<file path="config.mk">
export PLATFORM = sky130hd
export DESIGN_NAME = mcb_ctrl
export DESIGN_NICKNAME = d
export VERILOG_FILES = /design/src/sv/mcb_pkg.sv /design/src/sv/mcb_ctrl.sv
export SDC_FILE = /design/constraint.sdc
export NUM_CORES = 1
export LEC_CHECK = 0
export BUFFER_PORTS_ARGS = -buffer_cell sky130_fd_sc_hd__buf_4
export CORE_AREA = 4 4 41 43
export CTS_CLUSTER_SIZE = 20
export DETAILED_ROUTE_END_ITERATION = 6
export DIE_AREA = 0 0 45 47
export GPL_TIMING_DRIVEN = 1
export PLACE_DENSITY = 0.59
export SETUP_SLACK_MARGIN = 0.2
export SLEW_MARGIN = 20
export SYNTH_ARGS = -nofsm -noshare
export SYNTH_HDL_FRONTEND = slang
export SYNTH_SLANG_ARGS = --single-unit
</file>
<file path="constraint.sdc">
create_clock -name clk -period 1.16 [get_ports clk]
set_input_delay 0.058 -clock clk [delete_from_list [all_inputs] [get_ports clk]]
set_output_delay 0.058 -clock clk [all_outputs]
set_load 0.05 [all_outputs]
</file>
<file path="src/sv/mcb_pkg.sv">
// Shared constants, types and helper functions of the mip chain box downsampler.
package mcb_pkg;

	localparam int MAX_DIM    = 4096;
	localparam int MAX_LEVELS = 13;
	localparam int DIM_W      = 13;
	localparam int CNT_W      = 12;
	localparam int LVL_W      = 4;
	localparam int POS_W      = 11;
	localparam int MEM_DEPTH  = 2 * MAX_DIM;
	localparam int ADDR_W     = 13;

	localparam logic CFG_BASE_WIDTH  = 1'b0;
	localparam logic CFG_BASE_HEIGHT = 1'b1;

	typedef logic [31:0] pix_t;

	typedef struct packed {
		logic [LVL_W-1:0] level;
		logic [POS_W-1:0] col;
		logic [POS_W-1:0] row_index;
		pix_t             pix;
		logic             done;
	} res_t;

	typedef struct packed {
		logic start;
		logic eval;
		logic take;
		logic push;
		logic last;
	} cmd_t;

	typedef struct packed {
		logic emit;
		logic hold_valid;
		logic out_free;
	} sts_t;

	// size of a level in one dimension: max(1, base >> level)
	function automatic logic [DIM_W-1:0] lvl_dim(input logic [DIM_W-1:0] b,
			input logic [LVL_W:0] s);
		logic [DIM_W-1:0] t;
		t = b >> s;
		return (t == '0) ? DIM_W'(1) : t;
	endfunction

	function automatic logic [LVL_W-1:0] lvl_count(input logic [DIM_W-1:0] m);
		logic [LVL_W-1:0] n;
		n = LVL_W'(1);
		for (int i = 0; i < DIM_W; i++) begin
			if (m[i]) n = LVL_W'(i + 1);
		end
		if (n > LVL_W'(MAX_LEVELS)) n = LVL_W'(MAX_LEVELS);
		return n;
	endfunction

	// row store region of a level: level p starts at MEM_DEPTH - (MEM_DEPTH >> p)
	function automatic logic [ADDR_W-1:0] lvl_base(input logic [LVL_W-1:0] p);
		logic [ADDR_W:0] t;
		t = (ADDR_W+1)'(MEM_DEPTH) - ((ADDR_W+1)'(MEM_DEPTH) >> p);
		return t[ADDR_W-1:0];
	endfunction

endpackage

</file>
<file path="src/sv/mcb_ctrl.sv">
// Controller state machine: walks one base pixel up the level chain.
module mcb_ctrl
	import mcb_pkg::*;
(
	input  logic clk,
	input  logic arst_n,
	input  logic in_valid,
	output logic in_ready,
	input  sts_t sts,
	output cmd_t cmd
);

	typedef enum logic [3:0] {
		S_IDLE  = 4'b0001,
		S_EVAL  = 4'b0010,
		S_AVG   = 4'b0100,
		S_FLUSH = 4'b1000
	} state_t;

	state_t state_q, state_d;

	always_comb begin
		state_d  = state_q;
		cmd      = '0;
		in_ready = 1'b0;
		case (state_q)
			S_IDLE: begin
				in_ready = 1'b1;
				if (in_valid) begin
					cmd.start = 1'b1;
					state_d   = S_EVAL;
				end
			end
			S_EVAL: begin
				cmd.eval = 1'b1;
				if (sts.emit) state_d = S_AVG;
				else if (sts.hold_valid) state_d = S_FLUSH;
				else state_d = S_IDLE;
			end
			S_AVG: begin
				// earlier result is known not to be last once another follows
				if (!sts.hold_valid) begin
					cmd.take = 1'b1;
					state_d  = S_EVAL;
				end else if (sts.out_free) begin
					cmd.take = 1'b1;
					cmd.push = 1'b1;
					state_d  = S_EVAL;
				end
			end
			S_FLUSH: begin
				if (sts.out_free) begin
					cmd.push = 1'b1;
					cmd.last = 1'b1;
					state_d  = S_IDLE;
				end
			end
			default: state_d = S_IDLE;
		endcase
	end

	always_ff @(posedge clk or negedge arst_n) begin
		if (!arst_n) state_q <= S_IDLE;
		else state_q <= state_d;
	end

endmodule

</file>
After elaboration in Yosys (flattened, before gate mapping)
Index checks and enable logic that the tools add are counted.
{ "classes": {"n_eq_ne": 7, "n_mux": 17, "reduce_logical": 1} }
{ "ops": {"columns": ["operator", "count"], "rows": [
  ["$mux 4", 6],
  ["$pmux 4 s4", 1],
  ["$mux 1", 8],
  ["$eq 4x1->1 const B", 1],
  ["$eq 4x2->1 const B", 1],
  ["$eq 4x3->1 const B", 1],
  ["$eq 4x4->1 const B", 1],
  ["$ne 2x2->1 const B", 2],
  ["$ne 3x3->1 const B", 1],
  ["$reduce_and 3->1", 1],
  ["$mux 2", 1],
  ["$pmux 1 s2", 1]
]} }
{ "totals": {"regBits": 4, "in_bits": 6, "output_inout_bits": 6, "elab_cells": 26} }

Longest topological paths before layout
Gate-level depths: netlist (run 1).
{ "depth": {"ltp_word": 3, "ltp_mapped": 5, "mapped_depth_nobuf": 4} }

Worst setup path before layout (run 1)
OpenSTA, ideal clock, no wires.
{ "synth_path": {"kind": "register -> output", "startpoint": "reg state_q[3]", "endpoint": "out cmd[2] (netlist name)", "arrival_ns": 2.103, "t_required_ns": 1.102, "path_slack_ns": -1.001, "stages_incl_launch_ff": 4, "path_buffers": 1, "cell_sequence": "dfrtp_1 -> buf_6 -> nand2b_1 -> nor4_1"} }
{ "synth_lines": {"columns": ["element", "line_no", "text"], "rows": [
  ["start, declared", "mcb_ctrl.sv:20", "state_t state_q, state_d;"],
  ["start signal, assigned", "mcb_ctrl.sv:64", "else state_q <= state_d;"],
  ["end, declared", "mcb_ctrl.sv:10", "output cmd_t cmd"]
]} }

==> flow_summary.toml, run 1 <==
[synthesis]
synth_ff_type = "dfrtp_1"
yosysTopAreaCellShare_pct = 20.7
syn_inst = 42
synth_seq_cells = 4
syn_avg_cell_area_um2 = 8.64
ys_types = 24
synth-seq-area-share_pct = 27.9
yosys-top-cells-area = "dfrtp_1 (21%), dfstp_2 (7.2%), nor4b_4 (6.6%), buf_6 (6.2%), nor2_1 (5.2%)"
yosys_warnings = 0
synth_most_common_cell = "nor2_1"
synth_area_um2 = 363
synthArstFlopShare_pct = 100
synth_top_area_cell = "dfrtp_1"
synth-edff-count = 0
syn-num-nets = 48

[worst_setup_path]
crit_family = "flip-flops"
start_kind = "register"
critical_path.startpoint = "state_q[0]$_DFFE_PN1P_"
r2r-start = "state_q[3]$_DFFE_PN0P_"
cp_data_required_time_ns = 1.10
crit_path_end_kind = "output port"
slowest_stage = "dfstp_2"
crit_buf_inv = 1
max_stage_delay_ns = 0.55
arrival_ns = 1.35
path_cells = "nor4b_4 -> and2_4 -> buf_8"
cp_max_fo = 4
path_class = "register to output port"

[status]
status = "complete, but fails checks"
violations = "setup timing"

[routing]
vias = 424
drc = 0
wl_per_cell_um = 15.1
antenna_left = 0
drtPass1Iterations = 4
drtIter0Drc = 8
vias_per_cell = 4.87
drt_wl_total_um = 1310

[cells_and_area]
regMostFlops = "state_q"
area_delta_synth_final_pct = 120
largest_reg_flops = 4
diodes = 0
nNetsFinal = 79
utilization_pct = 61.4
fin_cells = 87
drive_gt1_share_pct = 75.0
largestRegisters = "state_q (4)"
fillCellCount = 111

[sta]
hold_viol = 0
fmax_mhz = 709
relSlewSlack_pct = 80.8
setup_tns_ns = -1.81
slew_viol_final = 0
worst_hold_slack_ns = 0.0271
setup_viol_count_final = 10
rsz0062_at_grt = "true"
setup_slack_ns = -0.250
tightest_slew_ns = 0.287
finalCritPeriodShare_pct = 122
period_needed_ns = 1.41
skew_ns = 0.0111

[pwr]
p_comb_share_pct = 74.8
irDropWorstVdd_mv = 1.95
p_int_w = 0.00110
p_clk_share_pct = 9.8
switchingPower_w = 0.000825
power_w = 0.00193
leakage_nw = 0.332
powerDensity_nw_per_um2 = 2410
swShare_pct = 42.8
pwr-share-seq_pct = 15.4

[place]
place_congestion = 0.797
place_hpwl_um = 704
post-place-cells = 72
portBuffers = 11

[grt]
antenna_found_initial = 0
grt_pass1_wl_um = 2100
grt-ovfl-total = 0
grt_pass1_vias = 488
grt_max_degree = 8
grtUsageTotal_pct = 14.3

[cts]
clkSinkCount = 4
clk_path_buf_depth = 2
htreeDepth = 1
cts_root_buf = "clkbuf_4"
cts_made_buffers = 3
path_clk_slew_ns = 0.03
cts_tree = "yes"
clk_latency_ns = 0.24

[floorplan]
core-area_um2 = 1300
die_width_um = 45
initial_utilization_pct = 27.9
ios = 12
chipHeight_um = 47
dieArea_um2 = 2120
fp-row-count = 13

[min_path]
min_from = "in_valid"
min_path_type = "primary input to register"

[job]
maxCapViolCount = 0
cell usage in the layout (no fill, tap or decap), drive strengths merged:
cell type / netlist / final
nand2: 3 / 3
nor2: 5 / 5
xnor2: 1 / 1
clkbuf: 0 / 4
inv: 1 / 1
dlygate4sd3: 0 / 1
and2: 1 / 1
o32a: 1 / 1
nor3b: 3 / 3
nand3b: 1 / 1
buf: 4 / 29
nand2b: 3 / 3
nor4b: 1 / 1
o22ai: 1 / 1
a21oi: 3 / 3
nand4b: 1 / 1
dfstp: 1 / 1
nor2b: 1 / 1
o31ai: 1 / 1
o21ai: 3 / 3
nor3: 3 / 3
dfrtp: 3 / 3
nor4: 1 / 1
power by group through the flow:
stage	Clock [W]	Combinational [W]	Sequential, W
2_1_floorplan	0	0.000726	0.000217
3_3_place_gp	0	0.000832	0.000314
3_5_place_dp	0	0.000832	0.000317
4_1_cts	0.000201	0.00120	0.000283
5_1_grt	0.000215	0.00154	0.000303
6_report	0.000188	0.00144	0.000297
cell families after synthesis:
kind of cell / synth area share, %
buf+inv: 11.4
xor+xnor: 2.41
simple gates: 43.4
compound gates: 14.8
flops: 27.9
area by class of cell:
cell class                 count  area (µm²)  area share, %
sequential                     4         105           13.1
multi-input combinational     33         335           41.9
clock buffer                   4        26.3           3.29
inverter                       1        3.75          0.469
tap                           15        18.8           2.35
timing repair buffer          30         310           38.8
per-layer routing:
metal	wire length, µm	track usage [%]
met5	0	0
met4	12	7.02
met3	34	4.60
met2	769	24.3
met1	497	16.0
stage by stage:
step	cell area (µm²)	setup WS [ns]
2_1_floorplan	402	-0.526
3_3_place_gp	526	-0.142
3_5_place_dp	526	-0.125
4_1_cts	708	-0.258
5_1_grt	800	-0.337
6_report	800	-0.250
worst paths after layout:
| path | to | slack (ns) | cells past startpoint |
|---|---|---|---|
| max in group asynchronous | state_q[0]$_DFFE_PN1P_ | 0.81 | 2 |
| worst min-delay path | state_q[0]$_DFFE_PN1P_ | 0.03 | 2 |
| worst min register to register | state_q[1]$_DFFE_PN0P_ | 0.57 | 1 |
| worst max-delay path | cmd[4] | -0.25 | 3 |
| min in group asynchronous | state_q[3]$_DFFE_PN0P_ | 0.15 | 2 |
| worst max register to register | state_q[0]$_DFFE_PN1P_ | -0.20 | 6 |
repair_timing:
item	CTS	global route
buffers inserted	8	2
hold endpoints to repair	4	0
hold buffers	1	0
setup endpoints to repair	10	10
pin swaps	7	10
gates resized for setup	23	17
(Power assumes the default switching activity.)
==> run 2, diff against run 1 <==
--- a/config.mk
+++ b/config.mk
@@ -6,12 +6,14 @@
 export NUM_CORES = 1
 export LEC_CHECK = 0
 export BUFFER_PORTS_ARGS = -buffer_cell sky130_fd_sc_hd__buf_4
+export CELL_PAD_IN_SITES_DETAIL_PLACEMENT = 1
+export CELL_PAD_IN_SITES_GLOBAL_PLACEMENT = 1
 export CORE_AREA = 4 4 41 43
 export CTS_CLUSTER_SIZE = 20
 export DETAILED_ROUTE_END_ITERATION = 6
 export DIE_AREA = 0 0 45 47
 export GPL_TIMING_DRIVEN = 1
-export PLACE_DENSITY = 0.59
+export PLACE_DENSITY = 0.73
 export SETUP_SLACK_MARGIN = 0.2
 export SLEW_MARGIN = 20
 export SYNTH_ARGS = -nofsm -noshare
==> run 2 against run 1 <==
Effect of this change: cell count rose by 3.4%; critical endpoint unchanged; power shrank 2.4%; the flow still finishes with violations (setup timing); register-to-register slack improved by 0.08 ns; global-route usage is 1.9 points higher; largest power group unchanged; clock power increased by 8%.
==> flow_summary.toml, run 2 (synthesis results as in run 1) <==
[sta]
slew_viol_final = 0
hold_viol = 0
rsz0062_at_grt = "true"
relSlewSlack_pct = 83.3
fmax_mhz = 685
finalCritPeriodShare_pct = 126
setup_slack_ns = -0.300
skew_ns = 0.00938
setup_viol_count_final = 10
setup_tns_ns = -1.88
tightest_slew_ns = 0.250
period_needed_ns = 1.46

[grt]
grt_max_degree = 6
grt-ovfl-total = 0
antenna_found_initial = 0
grt_pass1_vias = 491
grt_pass1_wl_um = 2320
grtUsageTotal_pct = 16.2

[cts]
cts_made_buffers = 3
clkSinkCount = 4
clk_path_buf_depth = 2
clk_latency_ns = 0.25
htreeDepth = 1
path_clk_slew_ns = 0.04
cts_root_buf = "clkbuf_4"
cts_tree = "yes"

[floorplan]
fp-row-count = 13
die_width_um = 45
initial_utilization_pct = 27.9
chipHeight_um = 47
ios = 12
core-area_um2 = 1300
dieArea_um2 = 2120

[worst_setup_path]
start_kind = "register"
regToRegSetupSlack_ns = -0.12
path_class = "register to output port"
arrival_ns = 1.40
rr_worst_depth = 5
r2r-start = "state_q[1]$_DFFE_PN0P_"
regToRegEndpoint = "state_q[0]$_DFFE_PN1P_"
crit_path_end_kind = "output port"
cp_data_required_time_ns = 1.10
cp_max_fo = 3

[routing]
wl_per_cell_um = 16.9
drtIter0Drc = 0
antenna_left = 0
vias_per_cell = 5.01
drtPass1Iterations = 1
vias = 451
drc = 0
drt_wl_total_um = 1520

[pwr]
switchingPower_w = 0.000814
powerDensity_nw_per_um2 = 2360
irDropWorstVdd_mv = 1.90
leakage_nw = 0.339
p_comb_share_pct = 73.3
p_clk_share_pct = 10.8
pwr-share-seq_pct = 15.9
p_int_w = 0.00107
swShare_pct = 43.2

[cells_and_area]
largest_reg_flops = 4
final_area_um2 = 798
layout_commonest_cell = "buf_4"
utilization_pct = 61.3
area_delta_synth_final_pct = 120
nNetsFinal = 82
fin_cells = 90
drive_gt1_share_pct = 76.0
regMostFlops = "state_q"
diodes = 0
largestRegisters = "state_q (4)"
layout_common_cells = "buf_4 (15), buf_6 (12), buf_8 (4)"

[status]
violations = "setup timing"
status = "complete, but fails checks"

[min_path]
min_to = "state_q[2]$_DFFE_PN0P_"
min_path_type = "primary input to register"
min_from = "sts[2]"
hold_depth = 3

[job]
maxCapViolCount = 0

[place]
dpl-instance-area_um2 = 571
place_congestion = 0.804
portBuffers = 11
post-place-cells = 78
place_hpwl_um = 929
## run 2: changes by cell type in the layout (fill, tap and decap cells not counted), moves of 2 or more
| cell | previous run | this run |
|---|---|---|
| buf_4 | 10 | 15 |
| buf_6 | 16 | 12 |
| nor3_1 | 0 | 2 |
| nor3_2 | 2 | 0 |
## run 2: worst max-delay path by stage
| stage | startpoint | to | slack [ns] | cells past startpoint |
|---|---|---|---|---|
| after global routing | state_q[3]$_DFFE_PN0P_ | cmd[4] | -0.36 | 4 |
| after CTS | state_q[3]$_DFFE_PN0P_ | cmd[4] | -0.30 | 4 |
| after detailed placement | state_q[0]$_DFFE_PN1P_ | cmd[4] | -0.12 | 3 |
| after floorplan | state_q[0]$_DFFE_PN1P_ | cmd[4] | -0.53 | 3 |
| final | state_q[3]$_DFFE_PN0P_ | cmd[4] | -0.30 | 4 |
| after global placement | state_q[3]$_DFFE_PN0P_ | state_q[0]$_DFFE_PN1P_ | -0.15 | 5 |
## run 2: through the flow
| step | worst slack [ns] | total power, W | hold slack, ns |
|---|---|---|---|
| 3_5_place_dp | -0.123 | 0.00124 | -0.145 |
| 5_1_grt | -0.359 | 0.00199 | 0.110 |
| 2_1_floorplan | -0.526 | 0.000943 | -0.238 |
| 6_report | -0.300 | 0.00188 | 0.0866 |
| 3_3_place_gp | -0.150 | 0.00122 | -0.146 |
| 4_1_cts | -0.296 | 0.00167 | 0.0760 |
## run 2: final cells by class
type	count	area, µm²
fill	143	503
timing repair buffer	33	328
inverter	1	3.75
sequential	4	105
tap	15	18.8
multi-input combinational	33	317
clock buffer	4	26.3
## run 2: power by group through the flow
stage | sequential, W | clock, W | combinational, W
5_1_grt | 0.000306 | 0.000221 | 0.00146
3_3_place_gp | 0.000315 | 0 | 0.000905
4_1_cts | 0.000281 | 0.000201 | 0.00119
2_1_floorplan | 0.000217 | 0 | 0.000726
3_5_place_dp | 0.000319 | 0 | 0.000925
6_report | 0.000299 | 0.000203 | 0.00138
## run 2: metal layers
| metal | track usage [%] | share of wire, % | vias up |
|---|---|---|---|
| li1 | - | - | 215 |
| met1 | 16.5 | 39 | 220 |
| met2 | 30.2 | 55 | 11 |
| met3 | 4.98 | 3.5 | 5 |
| met4 | 7.02 | 2.5 | 0 |
| met5 | 0 | 0 | - |
## run 2: worst max-delay path, stage by stage (launching register included)
cell and delay (ns):
dfrtp_2 0.43, buf_6 0.13, nor4b_4 0.25, and2_4 0.20, buf_8 0.14
## run 2: timing repair
item,CTS,global route
endpoints found under the setup margin,10,10
gates resized for setup,18,19
pin swaps,0,9
setup buffers,4,2
hold endpoints to repair,5,0
hold buffers,2,0
